File: src/rtl/core/drrip_ship_replacement_policy_unit_assert.svh
// ----------------------------------------------------------------------------
// DRRIP replacement unit assertion macros
// Concurrent assertion wrappers clocked on clk. Defining ASSERT_OFF
// compiles them away.
// ----------------------------------------------------------------------------
`ifndef DRRIP_SHIP_REPLACEMENT_POLICY_UNIT_ASSERT_SVH
`define DRRIP_SHIP_REPLACEMENT_POLICY_UNIT_ASSERT_SVH

`ifndef ASSERT_OFF

// Property checked outside reset.
`define DRRIP_ASSERT(lbl, prop, msg) \
    lbl: assert property (@(posedge clk) disable iff (!rst_n) prop) else $error(msg);

// Property checked at every edge, reset included.
`define DRRIP_ASSERT_ALWAYS(lbl, prop, msg) \
    lbl: assert property (@(posedge clk) prop) else $error(msg);

`else

`define DRRIP_ASSERT(lbl, prop, msg)
`define DRRIP_ASSERT_ALWAYS(lbl, prop, msg)

`endif

`endif

File: src/rtl/core/drrip_pkg.sv
// ----------------------------------------------------------------------------
// DRRIP replacement unit package
// Request and response types, policy constants and the random generator step.
// ----------------------------------------------------------------------------
package drrip_pkg;

    // One request from the cache controller.
    typedef struct packed {
        logic        command;
        logic [10:0] set_index;
        logic [3:0]  way;
        logic [7:0]  pc_bits;
        logic        hit;
    } req_t;

    // One response to the cache controller.
    typedef struct packed {
        logic [3:0] victim_way;
        logic [1:0] insert_value;
    } rsp_t;

    // Operation applied to one set row.
    typedef struct packed {
        logic       update;
        logic [4:0] way;
        logic [1:0] value;
    } row_op_t;

    // Command codes.
    localparam logic CMD_VICTIM = 1'b0;
    localparam logic CMD_UPDATE = 1'b1;

    // Re-reference values.
    localparam logic [1:0] RRPV_NEAR    = 2'd0;
    localparam logic [1:0] RRPV_LONG    = 2'd2;
    localparam logic [1:0] RRPV_DISTANT = 2'd3;

    // Signature counter limits and reset value.
    localparam logic [1:0] SIG_RESET = 2'd1;
    localparam logic [1:0] SIG_MAX   = 2'd3;
    localparam logic [1:0] SIG_REUSE = 2'd2;

    // Random generator seed and the bimodal throttle width (one in 32).
    localparam logic [15:0] LFSR_SEED   = 16'hACE1;
    localparam int          BIMODAL_W   = 5;

    // One step of the Fibonacci generator, taps 16, 14, 13 and 11.
    function automatic logic [15:0] lfsr_next(input logic [15:0] l);
        logic fb;
        fb = l[0] ^ l[2] ^ l[3] ^ l[5];
        return {fb, l[15:1]};
    endfunction

endpackage

File: src/rtl/core/drrip_row_logic.sv
// ----------------------------------------------------------------------------
// DRRIP set row logic
// Ages a set row and picks the victim, or writes one way's new value.
// ----------------------------------------------------------------------------
module drrip_row_logic #(
    parameter int WAYS = 16
) (
    input  logic [2*WAYS-1:0] row,
    input  drrip_pkg::row_op_t op,
    output logic [2*WAYS-1:0] row_new,
    output logic [3:0]        victim
);

    import drrip_pkg::*;

    logic [1:0] maxv;
    logic [1:0] age_add;

    // Largest re-reference value in the row.
    always_comb
    begin
        logic any3;
        logic any2;
        logic any1;
        logic [1:0] v;
        any3 = 1'b0;
        any2 = 1'b0;
        any1 = 1'b0;
        for (int w = 0; w < WAYS; w++)
        begin
            v = row[2*w +: 2];
            any3 = any3 | (v == 2'd3);
            any2 = any2 | (v == 2'd2);
            any1 = any1 | (v == 2'd1);
        end
        if (any3)
        begin
            maxv = 2'd3;
        end
        else if (any2)
        begin
            maxv = 2'd2;
        end
        else if (any1)
        begin
            maxv = 2'd1;
        end
        else
        begin
            maxv = 2'd0;
        end
    end

    // Aging adds the same amount to every way so the largest becomes distant.
    assign age_add = RRPV_DISTANT - maxv;

    // The victim is the lowest way that held the largest value.
    always_comb
    begin
        victim = '0;
        for (int w = WAYS - 1; w >= 0; w--)
        begin
            if (row[2*w +: 2] == maxv)
            begin
                victim = 4'(w);
            end
        end
    end

    // New row: aged row for a victim search, one way replaced for an update.
    always_comb
    begin
        for (int w = 0; w < WAYS; w++)
        begin
            if (op.update)
            begin
                row_new[2*w +: 2] = (5'(w) == op.way) ? op.value : row[2*w +: 2];
            end
            else
            begin
                row_new[2*w +: 2] = row[2*w +: 2] + age_add;
            end
        end
    end

endmodule
File: config.mk
export PLATFORM = sky130hd
export DESIGN_NAME = drrip_row_logic
export DESIGN_NICKNAME = d
export VERILOG_FILES = /design/src/rtl/core/drrip_ship_replacement_policy_unit_assert.svh /design/src/rtl/core/drrip_pkg.sv /design/src/rtl/core/drrip_row_logic.sv
export SDC_FILE = /design/constraint.sdc
export NUM_CORES = 1
export LEC_CHECK = 0
export BUFFER_PORTS_ARGS = -buffer_cell sky130_fd_sc_hd__buf_2
export CAP_MARGIN = 0
export CORE_UTILIZATION = 45
export DETAILED_ROUTE_END_ITERATION = 8
export PLACE_DENSITY = 0.75
export SLEW_MARGIN = 10
export SYNTH_ARGS = -nofsm -noshare
export SYNTH_HDL_FRONTEND = slang
export SYNTH_SLANG_ARGS = --single-unit
File: constraint.sdc
create_clock -name vclk -period 5.5
set_clock_uncertainty 0.1 [all_clocks]
set_input_delay 0.275 -clock vclk [all_inputs]
set_output_delay 0.275 -clock vclk [all_outputs]
set_load 0.01 [all_outputs]
* Yosys cells after proc, flatten, opt, wreduce, memory -nomap -nowiden
Cells that the tools add are included.
** Operators by class
- Mux-type cells :: 51
- Reductions and logical operators :: 1
- Add/subtract/negate cells :: 17
- Equality and inequality tests :: 79
- Bitwise operators :: 45
** Operators with widths (number)
- 2-to-1 mux 2 bit :: 34
- equality test 2 bit (second input constant) :: 32
- 2-to-1 mux 4 bit :: 16
- bitwise OR 1 bit :: 45
- equality test 4 x 5 -> 1 bit (first input constant) :: 8
- adder 2 bit :: 16
- equality test 2 x 1 -> 1 bit (second input constant) :: 16
- equality test 2 bit :: 16
- equality test 3 x 5 -> 1 bit (first input constant) :: 4
- equality test 2 x 5 -> 1 bit (first input constant) :: 2
- equality test 1 x 5 -> 1 bit (first input constant) :: 1
- logical NOT 5 bit :: 1
- subtractor 2 bit (first input constant) :: 1
- 2-to-1 mux 1 bit :: 1
** Storage, ports and cells
- Word-level logic and storage cells :: 193
- Output and inout bits :: 36
- Input port bits :: 40
- Register bits after elaboration :: 0

* Longest topological paths before layout
- Word-level depth :: 36
- Mapped depth :: 12
- Depth with buffers taken out :: 10

* Worst setup path before layout
No wires, ideal clock.
- Path kind :: input-to-output
- Start :: in row[7]
- End :: out victim[1]
- Buffers on the path :: 0
- Slack :: 1.865 ns
- Required time :: 5.125 ns
- Arrival :: 3.260 ns
- Stages on the path :: 9
- Path through :: a22o_1 -> a221oi_1 -> and4_1 -> a21boi_0 -> ha_1 -> o21a_1 -> a211o_1 -> a211o_1 -> a31oi_1
** On the way
- Word-level cells in the longest chain between the ends :: 34
- Elaborated cells on any way between the ends :: 77
- Those cells by class :: eq/ne (19); mux (19); bitwise (39)
** RTL lines
- start, declared :: RTL line drrip_row_logic.sv:8 : input logic [2*WAYS-1:0] row,
- equality test 2 x 1 -> 1 bit :: RTL line drrip_row_logic.sv:34 : any1 = any1 | (v == 2'd1);
- bitwise OR 1 bit (13 in a row) :: RTL line drrip_row_logic.sv:34
- 2-to-1 mux 1 bit :: RTL line drrip_row_logic.sv:44 : else if (any1)
- 2-to-1 mux 2 bit :: RTL line drrip_row_logic.sv:40 : else if (any2)
- 2-to-1 mux 2 bit :: RTL line drrip_row_logic.sv:36 : if (any3)
- equality test 2 bit :: RTL line drrip_row_logic.sv:63 : if (row[2*w +: 2] == maxv)
- 2-to-1 mux 4 bit (15 in a row) :: RTL line drrip_row_logic.sv:63
- 2-to-1 mux 4 bit * :: RTL line drrip_row_logic.sv:63
- end, declared :: RTL line drrip_row_logic.sv:11 : output logic [3:0] victim
Mark *: on every way between the ends. The rest lies on a longest branch, timed or not.

* Worst setup path in the final report
- Start :: in row[1]
- End :: out victim[3]
** On the way
- Word-level cells in the longest chain between the ends :: 36
- Elaborated cells on any way between the ends :: 83
- Those cells by class :: eq/ne (19); mux (19); bitwise (45)
** RTL lines (RTL line)
- equality test 2 x 1 -> 1 bit :: drrip_row_logic.sv:34
- bitwise OR 1 bit (15 in a row) :: drrip_row_logic.sv:34
- 2-to-1 mux 1 bit :: drrip_row_logic.sv:44
- 2-to-1 mux 2 bit :: drrip_row_logic.sv:40
- 2-to-1 mux 2 bit :: drrip_row_logic.sv:36
- equality test 2 bit :: drrip_row_logic.sv:63
- 2-to-1 mux 4 bit (15 in a row) :: drrip_row_logic.sv:63
- 2-to-1 mux 4 bit * :: drrip_row_logic.sv:63
Marks and branches as above.

==> results by stage <==
Min path:
- The class of the worst hold path is in2out.
- Counting instances, the worst hold path has a depth of 4.

Flow run:
- The number of max-cap violations is 0.

Critical path:
- The data arrival time of the worst path is 3.02 ns.
- The highest fanout seen on the critical path is 12.
- The launching element type of the critical path is an input port.
- The number of stages on the worst setup path is 11.
- By startpoint and endpoint, the worst setup path is classified as in2out.
- Counting both buffers and inverters, the worst setup path holds a total of 3.
- On the critical path, the stage with the largest delay is an instance of a21boi_1.
- The stage delay of the slowest cell on the critical path is 0.37 ns.
- Walking the worst path, the cells encountered are buf_2, a22o_1, a221oi_2, and4_1, a21boi_1, buf_4, ha_1, o21ai_1, nand4_1, a2111oi_2, buf_2.
- STA classifies the critical path endpoint as a primary output.
- The kind of cell adding the most delay to the critical path is compound AO/OA/AOI/OAI gates.
- The cell type with the highest occurrence count on the critical path is buf_2.
- Data on the critical path is required at its endpoint by 5.12 ns.

Floorplan:
- The x dimension of the die is 67.23 um.
- The floorplan step defined a die boundary enclosing 4519 um^2.
- The initial utilization of the core area, before any placement, comes to 47.52%.
- In this run the vertical extent of the chip is 67.23 um.
- The I/O pin total is 76.
- The site row count is 23.
- The area of the core is 4029 um^2.

Power:
- Power comes to 165.9 uW.
- The share of total power in sequential cells is 0%.
- Across the VDD grid, the largest voltage drop is 0.03346 mV.
- The switching fraction of total power is 60.06%.
- The clock share of power is 0%.
- In this run the power density over the cells is 73.62 nW/um^2.
- Per report_power, the combinational group accounts for 100.0% of the total.
- In this run the static leakage power is 1.152 nW.
- The power spent charging and discharging nets is 99.64 uW.
- The cell-internal power is 66.25 uW.

Placed design:
- The count of buffers inserted at the top-level ports is 76.
- Routability-driven placement finished with a final weighted congestion of 1.003.
- The wire-length estimate of the detail-placed layout is 5.105 mm.
- The post-placement cell count is 427.

Detailed routing:
- The remaining antenna violation count after routing is 0.
- For this run, design rule violations remaining after detail routing come to 0.
- The first-pass detailed-route iteration total is 5.
- The first-iteration detailed-routing DRC count is 178.
- Detailed routing inserted a total of 2567 vias.
- Dividing the detail-routed wire length by the instance count gives 15.07 um.
- The sum of routed wire length over all layers is 6.435 mm.
- After detailed routing, the number of vias per cell comes to 6.012.

GRT:
- The first global-routing pass estimated 9.756 mm of wire.
- In the global route stage, overall resource usage came out at 27.45%.
- The routing layer with the top usage in global route is met2.
- The total global routing overflow is 0.
- Global routing used 38.59% of the available met1 tracks.
- The met2 track utilization from global routing is 45.13%.
- The number of global-route vias before repair is 2032.
- The initial antenna violation count is 0.
- Global routing used 2.872% of the available met3 tracks.
- Entering global routing, the biggest net connects 53 pins.

Cells and area:
- The register area is 0 um^2.
- The signed area change from the synthesized netlist to the final layout is 17.71%.
- Cells with a size suffix above 1 make up 22.28% of the layout.
- The number of standard cells in the final layout excluding fillers is 427.
- The combined area of the multi-input logic cells is 1732 um^2.
- In the finished layout, the clock tree contains a buffer count of 0.
- The net count of the finished layout is 435.
- The count of sequential standard cells is 0.
- The filler cells instantiated in the layout total 433.
- The number of antenna diodes in the final layout is 0.

Yosys:
- The commonest cells after synthesis are nor2_1, a21oi_1, nand2_1.
- In the synthesized netlist, the number of instances is 319.
- Summed over all instances, the cell type with the most area after synthesis is ha_1.
- After synthesis, the largest area contributor takes up 10.46% of total cell area.
- In the post-synthesis netlist, the cell with the most instances is nor2_1.
- In this run, distinct cell masters in the synthesized netlist total 41.
- The synthesized netlist occupies a cell area of 1914 um^2.
- Yosys printed 0 warnings.
- The mean cell area of the mapped netlist is 6.001 um^2.
- By area the synthesized netlist is led by ha_1, nor2_1, a21oi_1.
- After synthesis, flip-flops and latches occupy 0% of the total area.
- The net count of the mapped netlist is 375.

Timing:
- The time the final worst path needs with I/O delays and setup is 3.396 ns.
- Setup repair after global routing left no endpoint under its margin.
- The number of max-slew violations in the final report is 0.
- The worst-margin pin slew is 0.7287 ns.
- Timing would allow up to 294.5 MHz.
- The hold violation count in the final report is 0.
- The final setup TNS is 0 ns.
- The normalized max-slew margin is 51.42%.
- The count of final setup violators is 0.
- Of the available clock period, the critical path in the final layout requires 61.74%.

Outcome:
- The run finished with clean final reports.

Clock tree:
- The post-cts sizing count is 0.
- For this design, the CTS-stage hold fixing added 0 buffers.
- In this run the post-CTS setup repair buffer count came out at 0.
worst min-delay path, stage by stage:
cell and delay, ns:
buf_2 0.12, inv_1 0.08, a21oi_1 0.06, buf_2 0.13
layer usage:
metal / part of all wire, % / up-vias
li1: - / 1299
met1: 44 / 1148
met2: 46 / 112
met3: 8.7 / 8
met4: 0.95 / 0
met5: 0 / -
metrics by stage:
step                utilization, %  hold slack (ns)  setup WS (ns)  area (um^2)
detailed placement           55.93           0.8408          2.139         2253
finish                       55.93           0.8444          2.104         2253
global route                 55.93           0.8643          1.878         2253
global placement             55.93           0.8407          2.196         2253
floorplan                        -           0.5858          1.865         1914
CTS                          55.93           0.8410          2.125         2253
layout make-up:
class,count,area share (%)
well taps,50,2.776
inverters,17,2.832
multi-input cells,282,76.85
repair buffers,78,17.55
final timing paths:
path                       to     from  slack [ns]
setup / recovery    victim[3]   row[1]        2.10
hold / removal    row_new[21]  row[21]        0.84
kinds of logic after synthesis:
group / after synthesis / share of synthesized area (%)
adders and majority gates: 16 / 10.46
AOI/OAI and AO/OA: 127 / 42.16
and+or+nand+nor: 123 / 29.48
muxes: 16 / 8.366
buffers and inverters: 37 / 9.543
cell usage in the layout, fill, tap and decap left out, drive strengths merged, types with 3 or more instances in the layout:
master,count
buf,78
nor2,50
o21ai,41
a21oi,34
nand2,33
inv,17
mux2i,16
ha,16
nand2b,11
nor3,10
o31ai,9
a211oi,9
a221oi,8
nand3,6
o21a,5
o2111ai,4
o22ai,4
a22o,4
and4,3
power by group through the flow:
stage                     combinational (mW)  sequential (mW)  clock [mW]
after floorplan                       0.0971                0           0
after global placement                 0.162                0           0
after detailed placement               0.164                0           0
after CTS                              0.164                0           0
after global routing                   0.183                0           0
final                                  0.166                0           0
Note: power is estimated with default switching activity, not from simulation.
